**src/rtl/core/pdb_pkg.sv**
```systemverilog
// ---------------------------------------------------------------------------
// pdb_pkg
// shared types, register map and mode decode for the porter-duff pixel blend
// ---------------------------------------------------------------------------
package pdb_pkg;

	// apb register map
	localparam int unsigned ADDR_W       = 3;
	localparam int unsigned DATA_W       = 32;
	localparam int unsigned MODE_W       = 4;
	localparam logic        REG_IDX_MODE = 1'b0;
	localparam logic [MODE_W-1:0] MODE_RESET = 4'd3;

	// saturation bound for the rounded atop / xor path (255 * 256)
	localparam logic [17:0] RND_SAT_LIMIT = 18'd65280;
	localparam logic [17:0] RND_BIAS      = 18'd127;

	typedef enum logic [MODE_W-1:0] {
		PD_CLEAR   = 4'd0,
		PD_SRC     = 4'd1,
		PD_DST     = 4'd2,
		PD_SRCOVER = 4'd3,
		PD_DSTOVER = 4'd4,
		PD_SRCIN   = 4'd5,
		PD_DSTIN   = 4'd6,
		PD_SRCOUT  = 4'd7,
		PD_DSTOUT  = 4'd8,
		PD_SRCATOP = 4'd9,
		PD_DSTATOP = 4'd10,
		PD_XOR     = 4'd11
	} pd_mode_t;

	// per-pixel context shared by all four channels in the combine stage
	typedef struct packed {
		pd_mode_t mode;
		logic     sa_zero;
		logic     sa_full;
		logic     da_zero;
		logic     da_full;
	} pd_ctx_t;

	// unused codes fall back to source-over
	function automatic pd_mode_t decode_mode(input logic [MODE_W-1:0] code);
		pd_mode_t m;
		unique case (code)
			4'd0:    m = PD_CLEAR;
			4'd1:    m = PD_SRC;
			4'd2:    m = PD_DST;
			4'd3:    m = PD_SRCOVER;
			4'd4:    m = PD_DSTOVER;
			4'd5:    m = PD_SRCIN;
			4'd6:    m = PD_DSTIN;
			4'd7:    m = PD_SRCOUT;
			4'd8:    m = PD_DSTOUT;
			4'd9:    m = PD_SRCATOP;
			4'd10:   m = PD_DSTATOP;
			4'd11:   m = PD_XOR;
			default: m = PD_SRCOVER;
		endcase
		return m;
	endfunction

endpackage

```
**src/rtl/core/pdb_channel.sv**
```systemverilog
// ---------------------------------------------------------------------------
// pdb_channel
// one color or alpha channel: operand select and multiply, product register,
// then mode combine with rounding and saturation
// ---------------------------------------------------------------------------
module pdb_channel (
	input  logic                clk,
	input  logic                adv_s2,
	input  logic [7:0]          s_s1,
	input  logic [7:0]          d_s1,
	input  logic [7:0]          sa_s1,
	input  logic [7:0]          da_s1,
	input  pdb_pkg::pd_mode_t   mode_s1,
	input  pdb_pkg::pd_ctx_t    ctx_s2,
	output logic [7:0]          res
);

	logic [7:0]  op_x, op_a, op_y, op_b;
	logic [15:0] prod_a_s2, prod_b_s2;
	logic [7:0]  s_s2, d_s2;
	logic [7:0]  hi;
	logic [16:0] sum_p;
	logic [17:0] rnd_n;
	logic [17:0] rnd_t;
	logic [7:0]  rnd_q;

	// operand select, 255 - alpha is the bitwise inverse
	always_comb begin
		op_x = '0;
		op_a = '0;
		op_y = '0;
		op_b = '0;
		unique case (mode_s1)
			pdb_pkg::PD_SRCOVER: begin op_x = d_s1; op_a = ~sa_s1; end
			pdb_pkg::PD_DSTOVER: begin op_x = s_s1; op_a = ~da_s1; end
			pdb_pkg::PD_SRCIN:   begin op_x = s_s1; op_a = da_s1;  end
			pdb_pkg::PD_DSTIN:   begin op_x = d_s1; op_a = sa_s1;  end
			pdb_pkg::PD_SRCOUT:  begin op_x = s_s1; op_a = ~da_s1; end
			pdb_pkg::PD_DSTOUT:  begin op_x = d_s1; op_a = ~sa_s1; end
			pdb_pkg::PD_SRCATOP: begin
				op_x = s_s1; op_a = da_s1;
				op_y = d_s1; op_b = ~sa_s1;
			end
			pdb_pkg::PD_DSTATOP: begin
				op_x = d_s1; op_a = sa_s1;
				op_y = s_s1; op_b = ~da_s1;
			end
			pdb_pkg::PD_XOR: begin
				op_x = s_s1; op_a = ~da_s1;
				op_y = d_s1; op_b = ~sa_s1;
			end
			default: begin end
		endcase
	end

	always_ff @(posedge clk) begin
		if (adv_s2) begin
			prod_a_s2 <= op_x * op_a;
			prod_b_s2 <= op_y * op_b;
			s_s2      <= s_s1;
			d_s2      <= d_s1;
		end
	end

	assign hi = prod_a_s2[15:8];

	// floor((2p+255)/510) == floor((p+127)/255); exact shift-add below the limit
	assign sum_p = {1'b0, prod_a_s2} + {1'b0, prod_b_s2};
	assign rnd_n = {1'b0, sum_p} + pdb_pkg::RND_BIAS;
	assign rnd_t = rnd_n + 18'd1 + {8'd0, rnd_n[17:8]};
	assign rnd_q = (rnd_n >= pdb_pkg::RND_SAT_LIMIT) ? 8'hFF : rnd_t[15:8];

	always_comb begin
		res = '0;
		unique case (ctx_s2.mode)
			pdb_pkg::PD_CLEAR: res = '0;
			pdb_pkg::PD_SRC:   res = s_s2;
			pdb_pkg::PD_DST:   res = d_s2;
			pdb_pkg::PD_SRCOVER: begin
				priority if (ctx_s2.sa_zero) res = d_s2;
				else if (ctx_s2.sa_full)     res = s_s2;
				else                         res = s_s2 + hi;
			end
			pdb_pkg::PD_DSTOVER: begin
				priority if (ctx_s2.da_zero) res = s_s2;
				else if (ctx_s2.da_full)     res = d_s2;
				else                         res = d_s2 + hi;
			end
			pdb_pkg::PD_SRCIN,
			pdb_pkg::PD_DSTIN:
				res = (ctx_s2.sa_zero || ctx_s2.da_zero) ? 8'd0 : hi;
			pdb_pkg::PD_SRCOUT: res = ctx_s2.sa_zero ? 8'd0 : hi;
			pdb_pkg::PD_DSTOUT: res = ctx_s2.da_zero ? 8'd0 : hi;
			default:            res = rnd_q;
		endcase
	end

endmodule

```
**src/rtl/core/porter_duff_pixel_blend.sv**
```systemverilog
// ---------------------------------------------------------------------------
// porter_duff_pixel_blend
// porter-duff compositing of one premultiplied argb8888 pixel pair per item
// ---------------------------------------------------------------------------
// Takes one source and one destination pixel per item and returns one blended
// pixel under the mode held in blend_mode (apb byte address 0, reset srcover,
// codes 12 to 15 behave as srcover). Throughput is one item per clock while the
// output is not stalled. An accepted item passes through the input register,
// then the product register after the two 8x8 multipliers of each channel, and
// then the result register, which drives out_valid, after the mode combine and
// the rounding divide by 255. The result register and the pipeline registers
// each take a new item when they are empty or the stage ahead of them moves,
// so input acceptance continues while a result waits as long as one stage is
// still free.
// blend_mode may only be rewritten while the pipeline is empty.
// ---------------------------------------------------------------------------
module porter_duff_pixel_blend (
	input  logic        clk,
	input  logic        arst_n,

	// apb configuration port
	input  logic        psel,
	input  logic        penable,
	input  logic        pwrite,
	input  logic [2:0]  paddr,
	input  logic [31:0] pwdata,
	output logic [31:0] prdata,
	output logic        pready,

	// pixel input channel
	input  logic        in_valid,
	output logic        in_stall,
	input  logic [7:0]  src_alpha,
	input  logic [7:0]  src_red,
	input  logic [7:0]  src_green,
	input  logic [7:0]  src_blue,
	input  logic [7:0]  dst_alpha,
	input  logic [7:0]  dst_red,
	input  logic [7:0]  dst_green,
	input  logic [7:0]  dst_blue,

	// blended pixel output channel
	output logic        out_valid,
	input  logic        out_stall,
	output logic [7:0]  out_alpha,
	output logic [7:0]  out_red,
	output logic [7:0]  out_green,
	output logic [7:0]  out_blue
);

	// configuration register
	logic [pdb_pkg::MODE_W-1:0] blend_mode_q;
	logic                       reg_sel;
	logic                       cfg_wr;

	// pipeline control
	logic adv_s1, adv_s2, adv_s3;
	logic valid_s1, valid_s2, out_valid_q;

	// stage 1: registered item plus decoded mode
	logic [7:0]          sa_s1, sr_s1, sg_s1, sb_s1;
	logic [7:0]          da_s1, dr_s1, dg_s1, db_s1;
	pdb_pkg::pd_mode_t   mode_s1;

	// stage 2: per-pixel context for the combine
	pdb_pkg::pd_ctx_t    ctx_s2;

	// channel results before the output register
	logic [7:0] res_a, res_r, res_g, res_b;
	logic [7:0] out_a_q, out_r_q, out_g_q, out_b_q;

	// apb: word index in paddr[2], low bits ignored
	assign pready  = 1'b1;
	assign reg_sel = (paddr[2] == pdb_pkg::REG_IDX_MODE);
	assign cfg_wr  = psel && penable && pwrite && pready && reg_sel;
	assign prdata  = reg_sel ? {{(pdb_pkg::DATA_W-pdb_pkg::MODE_W){1'b0}}, blend_mode_q}
	                         : '0;

	always_ff @(posedge clk or negedge arst_n) begin
		if (!arst_n) begin
			blend_mode_q <= pdb_pkg::MODE_RESET;
		end else if (cfg_wr) begin
			blend_mode_q <= pwdata[pdb_pkg::MODE_W-1:0];
		end
	end

	// a stage moves when it is empty or the stage ahead moves
	assign adv_s3   = !out_valid_q || !out_stall;
	assign adv_s2   = !valid_s2 || adv_s3;
	assign adv_s1   = !valid_s1 || adv_s2;
	assign in_stall = !adv_s1;

	always_ff @(posedge clk or negedge arst_n) begin
		if (!arst_n) begin
			valid_s1    <= 1'b0;
			valid_s2    <= 1'b0;
			out_valid_q <= 1'b0;
		end else begin
			if (adv_s1) begin
				valid_s1 <= in_valid;
			end
			if (adv_s2) begin
				valid_s2 <= valid_s1;
			end
			if (adv_s3) begin
				out_valid_q <= valid_s2;
			end
		end
	end

	// input register
	always_ff @(posedge clk) begin
		if (adv_s1 && in_valid) begin
			sa_s1   <= src_alpha;
			sr_s1   <= src_red;
			sg_s1   <= src_green;
			sb_s1   <= src_blue;
			da_s1   <= dst_alpha;
			dr_s1   <= dst_red;
			dg_s1   <= dst_green;
			db_s1   <= dst_blue;
			mode_s1 <= pdb_pkg::decode_mode(blend_mode_q);
		end
	end

	// alpha early-out flags travel beside the products
	always_ff @(posedge clk) begin
		if (adv_s2) begin
			ctx_s2.mode    <= mode_s1;
			ctx_s2.sa_zero <= (sa_s1 == 8'h00);
			ctx_s2.sa_full <= (sa_s1 == 8'hFF);
			ctx_s2.da_zero <= (da_s1 == 8'h00);
			ctx_s2.da_full <= (da_s1 == 8'hFF);
		end
	end

	// alpha is blended as a channel with s = sa and d = da
	pdb_channel u_ch_alpha (
		.clk     (clk),
		.adv_s2  (adv_s2),
		.s_s1    (sa_s1),
		.d_s1    (da_s1),
		.sa_s1   (sa_s1),
		.da_s1   (da_s1),
		.mode_s1 (mode_s1),
		.ctx_s2  (ctx_s2),
		.res     (res_a)
	);

	pdb_channel u_ch_red (
		.clk     (clk),
		.adv_s2  (adv_s2),
		.s_s1    (sr_s1),
		.d_s1    (dr_s1),
		.sa_s1   (sa_s1),
		.da_s1   (da_s1),
		.mode_s1 (mode_s1),
		.ctx_s2  (ctx_s2),
		.res     (res_r)
	);

	pdb_channel u_ch_green (
		.clk     (clk),
		.adv_s2  (adv_s2),
		.s_s1    (sg_s1),
		.d_s1    (dg_s1),
		.sa_s1   (sa_s1),
		.da_s1   (da_s1),
		.mode_s1 (mode_s1),
		.ctx_s2  (ctx_s2),
		.res     (res_g)
	);

	pdb_channel u_ch_blue (
		.clk     (clk),
		.adv_s2  (adv_s2),
		.s_s1    (sb_s1),
		.d_s1    (db_s1),
		.sa_s1   (sa_s1),
		.da_s1   (da_s1),
		.mode_s1 (mode_s1),
		.ctx_s2  (ctx_s2),
		.res     (res_b)
	);

	// result register, holds while the consumer stalls
	always_ff @(posedge clk) begin
		if (adv_s3 && valid_s2) begin
			out_a_q <= res_a;
			out_r_q <= res_r;
			out_g_q <= res_g;
			out_b_q <= res_b;
		end
	end

	assign out_valid = out_valid_q;
	assign out_alpha = out_a_q;
	assign out_red   = out_r_q;
	assign out_green = out_g_q;
	assign out_blue  = out_b_q;

	// input is held back only when every stage is full and the output stalls
	a_stall_full: assert property (@(posedge clk) disable iff (!arst_n)
		in_stall |-> (valid_s1 && valid_s2 && out_valid_q && out_stall))
		else $error("input stalled with a free pipeline stage");

	// a new result only ever comes from an occupied combine stage
	a_out_source: assert property (@(posedge clk) disable iff (!arst_n)
		$rose(out_valid) |-> $past(valid_s2))
		else $error("result appeared without an item in the combine stage");

	// clear mode always delivers a zero pixel
	a_clear_zero: assert property (@(posedge clk) disable iff (!arst_n)
		(valid_s2 && adv_s3 && ctx_s2.mode == pdb_pkg::PD_CLEAR) |=>
		(out_alpha == 8'd0 && out_red == 8'd0 && out_green == 8'd0 && out_blue == 8'd0))
		else $error("clear mode produced a nonzero pixel");

endmodule
```
**config.mk**
```make
export PLATFORM = sky130hd
export DESIGN_NAME = porter_duff_pixel_blend
export DESIGN_NICKNAME = d
export VERILOG_FILES = /design/src/rtl/core/pdb_pkg.sv /design/src/rtl/core/pdb_channel.sv /design/src/rtl/core/porter_duff_pixel_blend.sv
export SDC_FILE = /design/constraint.sdc
export NUM_CORES = 2
export LEC_CHECK = 0
export ABC_AREA = 1
export BUFFER_PORTS_ARGS = -buffer_cell sky130_fd_sc_hd__buf_2
export CAP_MARGIN = 10
export CORE_MARGIN = 1
export CORE_UTILIZATION = 59
export CTS_BUF_LIST = sky130_fd_sc_hd__clkbuf_4 sky130_fd_sc_hd__clkbuf_8
export CTS_CLUSTER_SIZE = 20
export DETAILED_ROUTE_END_ITERATION = 10
export MAX_ROUTING_LAYER = met4
export PLACE_DENSITY = 0.8
export SYNTH_ARGS = -nofsm -noshare
export SYNTH_HDL_FRONTEND = slang
export SYNTH_SLANG_ARGS = --single-unit
```
**constraint.sdc**
```tcl
create_clock -name clk -period 7.8 [get_ports clk]
set_clock_uncertainty 0.2 [all_clocks]
set_input_delay 0.39 -clock clk [delete_from_list [all_inputs] [get_ports clk]]
set_output_delay 0.39 -clock clk [all_outputs]
set_load 0.01 [all_outputs]
```
== Word level (Yosys, flattened, before mapping) ==
Memory sizes are Yosys's and may differ from the RTL's. A register that Yosys moved wholly into a read port is not among the register bits.
Index checks and enable logic that the tools add are counted.

* Bits in read-only memories: 64
* Memories kept: 1
* Input port bits: 106
* Register bits: 303
* Output and inout port bits: 67

{| class="wikitable"
|+ Memory list
! name !! depth !! bits a word !! rd ports !! clocked after memory_dff !! wr ports !! line !! source
|-
| (name not given) || 16 || 4 || 1 || 1 || 0 || pdb_pkg.sv:45 || <nowiki>unique case (code)</nowiki>
|}

* Reductions and logical operators: 25
* $mul: 8
* Bitwise operators: 3
* Multiplexer cells: 47
* Add/subtract/negate cells: 24
* Order comparisons: 4
* Equality and inequality tests: 19

{| class="wikitable"
|+ Operators with widths
! kind !! number
|-
| $mux W8 || 32
|-
| $pmux W8 S8 || 4
|-
| $pmux W8 S2 || 9
|-
| $mul A8 B8 Y16 || 8
|-
| $add A17 B7 Y18 const B || 4
|-
| $ge A18 B16 Y1 const B || 4
|-
| $add A16 B16 Y17 || 4
|-
| $add A16 B1 Y16 const B || 4
|-
| $add A16 B10 Y16 || 4
|-
| $add A8 B8 Y8 || 8
|-
| $eq A4 B3 Y1 const B || 8
|-
| $pmux W8 S4 || 1
|-
| $eq A4 B4 Y1 const B || 5
|-
| $eq A8 B8 Y1 const B || 2
|-
| $logic_not A8 Y1 || 2
|-
| $not A8 Y8 || 2
|-
| $eq A4 B2 Y1 const B || 3
|-
| $reduce_or A2 Y1 || 5
|-
| $logic_and A1 B1 Y1 || 5
|-
| $logic_not A1 Y1 || 5
|-
| $reduce_or A5 Y1 || 1
|-
| $eq A4 B1 Y1 const B || 1
|-
| $logic_not A4 Y1 || 1
|-
| $logic_or A1 B1 Y1 || 4
|-
| 4 further kinds || 4
|}

== Longest topological paths before layout ==
* Word-level depth: 6
* Depth in mapped cells: 33
* Mapped depth without buffers: 30

== By module ==
From an unflattened synthesis, not the netlist that was laid out.

* Cell total of the unflattened synthesis: 5416
* Area total of the unflattened synthesis: 41422.2 sq um

{| class="wikitable"
|+ By module, submodules not included
! module !! seq. area each (sq um) !! area an instance (sq um) !! times used !! cells an instance
|-
| pdb_channel at u_ch_green ... || 1441.4 || 9371.5 || 2 || 1317
|-
| pdb_channel at u_ch_blue || 1441.4 || 9415.3 || 1 || 1289
|-
| pdb_channel at u_ch_alpha || 1441.4 || 9351.5 || 1 || 1287
|-
| porter_duff_pixel_blend || 3420.8 || 3912.5 || 1 || 206
|}

== Worst setup path after synthesis ==
Ideal clock, no wire load.

* Path kind: reg2reg
* Start: register out_valid_q (netlist: out_valid)
* End: register da_s1[0] (enable)
* Cell stages (with the launch flop): 6
* Slack: -0.946 ns
* Data required time: 7.106 ns
* Arrival: 8.051 ns
* Clock period less this slack: 8.746 ns
* Setup time: 0.494 ns
* Buffers on the path: 0
* Cells stage by stage: dfrtp_1 > nand2_1 > nor2_1 > inv_1 > nor2_1 > nor2_1

* Cells in the longest elaborated chain, start to end: 5

{| class="wikitable"
|+ RTL lines
! what !! line !! source
|-
| start, declared || porter_duff_pixel_blend.sv:58 || <nowiki>logic valid_s1, valid_s2, out_valid_q;</nowiki>
|-
| start signal, assigned || porter_duff_pixel_blend.sv:106 || <nowiki>out_valid_q <= valid_s2;</nowiki>
|-
| $logic_not A1 Y1 || porter_duff_pixel_blend.sv:88 || <nowiki>assign adv_s3 = !out_valid_q || !out_stall;</nowiki>
|-
| $logic_or A1 B1 Y1 || porter_duff_pixel_blend.sv:88 ||
|-
| $logic_or A1 B1 Y1 || porter_duff_pixel_blend.sv:89 || <nowiki>assign adv_s2 = !valid_s2 || adv_s3;</nowiki>
|-
| named net adv_s2 || porter_duff_pixel_blend.sv:57 || <nowiki>logic adv_s1, adv_s2, adv_s3;</nowiki>
|-
| $logic_or A1 B1 Y1 || porter_duff_pixel_blend.sv:90 || <nowiki>assign adv_s1 = !valid_s1 || adv_s2;</nowiki>
|-
| $logic_and A1 B1 Y1 || porter_duff_pixel_blend.sv:113 || <nowiki>if (adv_s1 && in_valid) begin</nowiki>
|-
| end signal, assigned || porter_duff_pixel_blend.sv:118 || <nowiki>da_s1 <= dst_alpha;</nowiki>
|-
| end, declared || porter_duff_pixel_blend.sv:62 || <nowiki>logic [7:0] da_s1, dr_s1, dg_s1, db_s1;</nowiki>
|}

The timed path passes the listed nets, and every way through them passes these cells.
A chain may end at the register's enable or synchronous reset.

== Final worst setup path ==
* Start: register mode_s1[0]
* End: register u_ch_red.prod_a_s2[14], data pin

* Cells in the longest elaborated chain, start to end: 4
* Elaborated cells between the ends (all ways): 18
* Classes of those cells: mul (1); eq/ne (9); mux (2); reduce/logical (6)

{| class="wikitable"
|+ RTL lines
! what !! line !! source
|-
| start, declared || porter_duff_pixel_blend.sv:63 || <nowiki>pdb_pkg::pd_mode_t mode_s1;</nowiki>
|-
| $eq A4 B3 Y1, or another cell as far along || pdb_channel.sv:33 || <nowiki>unique case (mode_s1)</nowiki>
|-
| $reduce_or A5 Y1 (no source line), or another cell as far along || - ||
|-
| $pmux W8 S2 or $pmux W8 S4 (tied branches) || pdb_channel.sv:33 ||
|-
| $mul A8 B8 Y16 (*) || pdb_channel.sv:58 || <nowiki>prod_a_s2 <= op_x * op_a;</nowiki>
|-
| end signal, assigned || pdb_channel.sv:58 ||
|-
| end, declared || pdb_channel.sv:19 || <nowiki>logic [15:0] prod_a_s2, prod_b_s2;</nowiki>
|}

Every way passes the cells marked *; elsewhere a longest branch is shown, timed or not.

==> summary by stage <==
Timing
The slack of the critical path is 0.8240 ns. In this run the tightest slew margin relative to its limit is 27.08%. Timing would allow up to 0.1433 GHz. The period utilization is 89.44%. The max-slew violation count was 0. The total count of hold-check failures in the final report is 0. Setup repair after global routing left no endpoint under its margin. The setup TNS is 0 ns. The setup violation total in the final timing report is 0. At the pin with the least slew margin, the transition time is 1.093 ns. The final period demand of the worst path is 6.976 ns.

Power and ir drop
In this run the static leakage power is 0.02355 uW. VDD sags by at most 0.2459 mV. The power per standard cell area is 332.0 mW/mm2.

Floorplan
The die covers 0.06702 mm2. The core area is 0.06481 mm2. The I/O pin count is 173.

The floorplan row count is 93. The floorplan die width is 258.9 um. The die is 258.9 um tall. The starting utilization of the core area is 60.07%.

Setup path
The launch point of the worst reg-to-reg path is mode_s1[0]. The required time at the endpoint of the critical path is 8.03 ns. The endpoint kind of the worst setup timing path is a flop. The critical path startpoint category is a flop. For the worst setup path, the data arrival time is 7.21 ns. The maximum single-stage delay on the critical path is 0.59 ns. The classification of the worst setup path is reg2reg. The count of cells along the worst register-to-register path is 27. The flop-to-flop setup slack is 0.82 ns.

The end of the worst register-to-register path is u_ch_red.prod_a_s2[14]. The cell with the largest stage delay on the worst path is sky130_fd_sc_hd__nor4_4. In this run the worst path has a maximum fanout of 25.

Global routing
For this run the aggregate overflow at the end of global routing stands at 0. The number of global-route vias before repair came to 33130. The number of antenna violations at the first check in global routing is 1. Entering global routing, the biggest net connects 137 pins.

The total routing resource utilization after global routing is 33.14%. The wire length of the first global-routing pass is 170.1 mm.

Placement
The HPWL after detailed placement is 82.10 mm. Prior to clock tree synthesis, the placed netlist has a worst setup slack of 1.014 ns. The last weighted congestion value of the routability-driven placer is 0.9688. The port buffer count is 113. Once placement finished, the instance area stood at 0.04053 mm2.

Finish
The finished layout cell area is 0.04271 mm2. The number of nets in the final layout is 6097. The number of fill cells is 5465.

The area growth from synthesis to layout is 9.699%. Cells with a size suffix above 1 make up 6.018% of the layout.

Synthesis
Ranked by instance count, the synthesized netlist is headed by sky130_fd_sc_hd__inv_1, sky130_fd_sc_hd__nand2_1, sky130_fd_sc_hd__ha_1, sky130_fd_sc_hd__nor2_1. The count of flip-flops with a built-in enable after synthesis is 300. After synthesis, the cell types taking the most area are sky130_fd_sc_hd__edfxtp_1, sky130_fd_sc_hd__ha_1, sky130_fd_sc_hd__fa_1, sky130_fd_sc_hd__inv_1, sky130_fd_sc_hd__nand2_1.

The part of the Yosys area used for sequential elements is 23.60%. The flip-flop cell with the highest count after synthesis is sky130_fd_sc_hd__edfxtp_1. The synthesized cell area is 0.03893 mm2. The count of different cell masters after synthesis is 54. The async set-reset flop share out of synthesis is 2.280%. In the post-synthesis netlist, the cell with the most instances is sky130_fd_sc_hd__inv_1. sky130_fd_sc_hd__edfxtp_1 takes more of the synthesized area than any other cell. Synthesis handed over a netlist of 4987 instances. Counting flops and latches in the post-synthesis netlist gives 307. The synthesized area per cell is 7.807 um2. Of the post-synthesis cell area, the dominant cell type holds 23.14%. The count of synthesis-stage warnings from yosys is 0.

Status
The flow ran to the end, but the final reports show violations. The final reports fail on design-rule violations.

Clock tree
The buffer levels on the longest clock path is 3. TritonCTS built the clock tree. The number of resized instances in the post-cts repair step is 0.

The buffer cell driving the clock tree root is sky130_fd_sc_hd__clkbuf_8. At the later pin of the worst-skew pair, clock insertion delay measures 0.71 ns. The total number of H-tree levels is 2. The tree built by TritonCTS fans out to 307 sinks. The TritonCTS buffer count is 58.

The post-CTS clock slew at the launch and capture registers of the worst setup and hold paths is 0.07 ns. The post-CTS setup repair buffer count is 0.

Routing
The detailed-route wire length per cell is 17.51 um. For this block, the routed nets add up to 106.6 mm of wire. The post-detailed-route count of antenna-violating nets is 0.

The total via count after detailed routing is 33981. In this run, the number of DRC markers left after iteration 0 of detailed routing was 3040. The number of iterations in the first detailed-routing pass is 9. The detailed-route vias per instance is 5.580. For this run, design rule violations remaining after detail routing come to 1.

Worst hold path
The path class of the tightest hold or removal check is in2async.

Flow run
Max-cap violations in this run came to 0.
## critical path: cells and delay by family (launching register included)
family	cells	cell delay, ns
adder cells (fa/ha/maj)	5	2.40
AO/OA/AOI/OAI	7	1.30
buffers and inverters	8	1.16
AND/OR/NAND/NOR	6	0.99
flip-flops	1	0.57
XOR/XNOR	1	0.07
## per-layer routing
metal / vias up / track usage [%] / wire length (um)
met5: - / - / 0
met4: 0 / 14.48 / 5266
met3: 355 / 7.081 / 11290
met2: 1631 / 51.71 / 47400
met1: 15763 / 41.45 / 42680
li1: 16232 / - / -
## kinds of logic after synthesis
family / Yosys count / share of synthesized area, %
xor gates and xnor gates: 173 / 3.892
AOI/OAI and AO/OA: 619 / 9.127
other: 2 / 0.01929
and+or+nand+nor: 1848 / 19.34
DFF: 307 / 23.60
adders and majority gates: 804 / 31.62
buffers and inverters: 1234 / 12.40
## flip-flops by register name, summed over array words and instances (netlist names), 16 cells and up
| register | flops |
|---|---|
| u_ch_blue.prod_b_s2 | 16 |
| u_ch_red.prod_b_s2 | 16 |
| u_ch_red.prod_a_s2 | 16 |
| u_ch_alpha.prod_b_s2 | 16 |
| u_ch_blue.prod_a_s2 | 16 |
| u_ch_green.prod_a_s2 | 16 |
| u_ch_green.prod_b_s2 | 16 |
| u_ch_alpha.prod_a_s2 | 16 |
## layout make-up
| cell class | instances | area, um2 | share of cell area, % |
|---|---|---|---|
| multi-input cells | 3473 | 25130 | 58.85 |
| flip-flops and latches | 307 | 9186 | 21.51 |
| inverters | 1106 | 4160 | 9.741 |
| repair buffers | 241 | 1742 | 4.078 |
| well taps | 855 | 1070 | 2.505 |
| clock buffers | 71 | 920.9 | 2.156 |
| clock inverters | 36 | 494.2 | 1.157 |
| diodes | 1 | 2.502 | 0.005859 |
## worst max path at each step
stage                          start                       end  slack (ns)  depth (start not counted)
after floorplan            out_valid                  da_s1[0]        1.24                          5
after global placement    mode_s1[0]  u_ch_green.prod_a_s2[14]        1.06                         27
after detailed placement  mode_s1[0]    u_ch_red.prod_a_s2[15]        1.01                         27
after CTS                 mode_s1[3]    u_ch_red.prod_a_s2[14]        0.94                         27
after global routing      mode_s1[3]  u_ch_green.prod_a_s2[15]        0.46                         27
final                     mode_s1[0]    u_ch_red.prod_a_s2[14]        0.82                         27
## layout by cell type, fill, tap and decap left out, types with 50 or more instances in the layout
cell and n:
sky130_fd_sc_hd__o22ai_1 50, sky130_fd_sc_hd__buf_2 113, sky130_fd_sc_hd__ha_1 504, sky130_fd_sc_hd__xor2_1 111
sky130_fd_sc_hd__fa_1 300, sky130_fd_sc_hd__clkbuf_8 62, sky130_fd_sc_hd__edfxtp_1 300, sky130_fd_sc_hd__inv_1 1095
sky130_fd_sc_hd__nand3_1 221, sky130_fd_sc_hd__xnor2_1 62, sky130_fd_sc_hd__nand2_1 1044, sky130_fd_sc_hd__a21oi_1 285
sky130_fd_sc_hd__dlygate4sd3_1 76, sky130_fd_sc_hd__nor2_1 484, sky130_fd_sc_hd__buf_4 50, sky130_fd_sc_hd__o21ai_0 155
## through the flow
step / total power (uW) / hold WS [ns] / util (%) / std cells
floorplan: 9616 / -0.1056 / - / 5014
global placement: 11840 / 0.07203 / 62.53 / 5906
detailed placement: 11980 / 0.08002 / 62.53 / 5906
CTS: 14060 / 0.06679 / 65.89 / 6089
global route: 15570 / 0.09120 / 65.89 / 6090
finish: 14180 / 0.09569 / 65.89 / 6090
## report_power, final
part           internal (uW)  switching, uW
clock network           1180            794
registers               2290            305
logic                   3380           6240
## what timing repair did
action	in CTS	in global routing
hold buffers	76	0
setup endpoints to repair	0	0
hold endpoints to repair	77	0
Note: power is estimated with default switching activity, not from simulation.
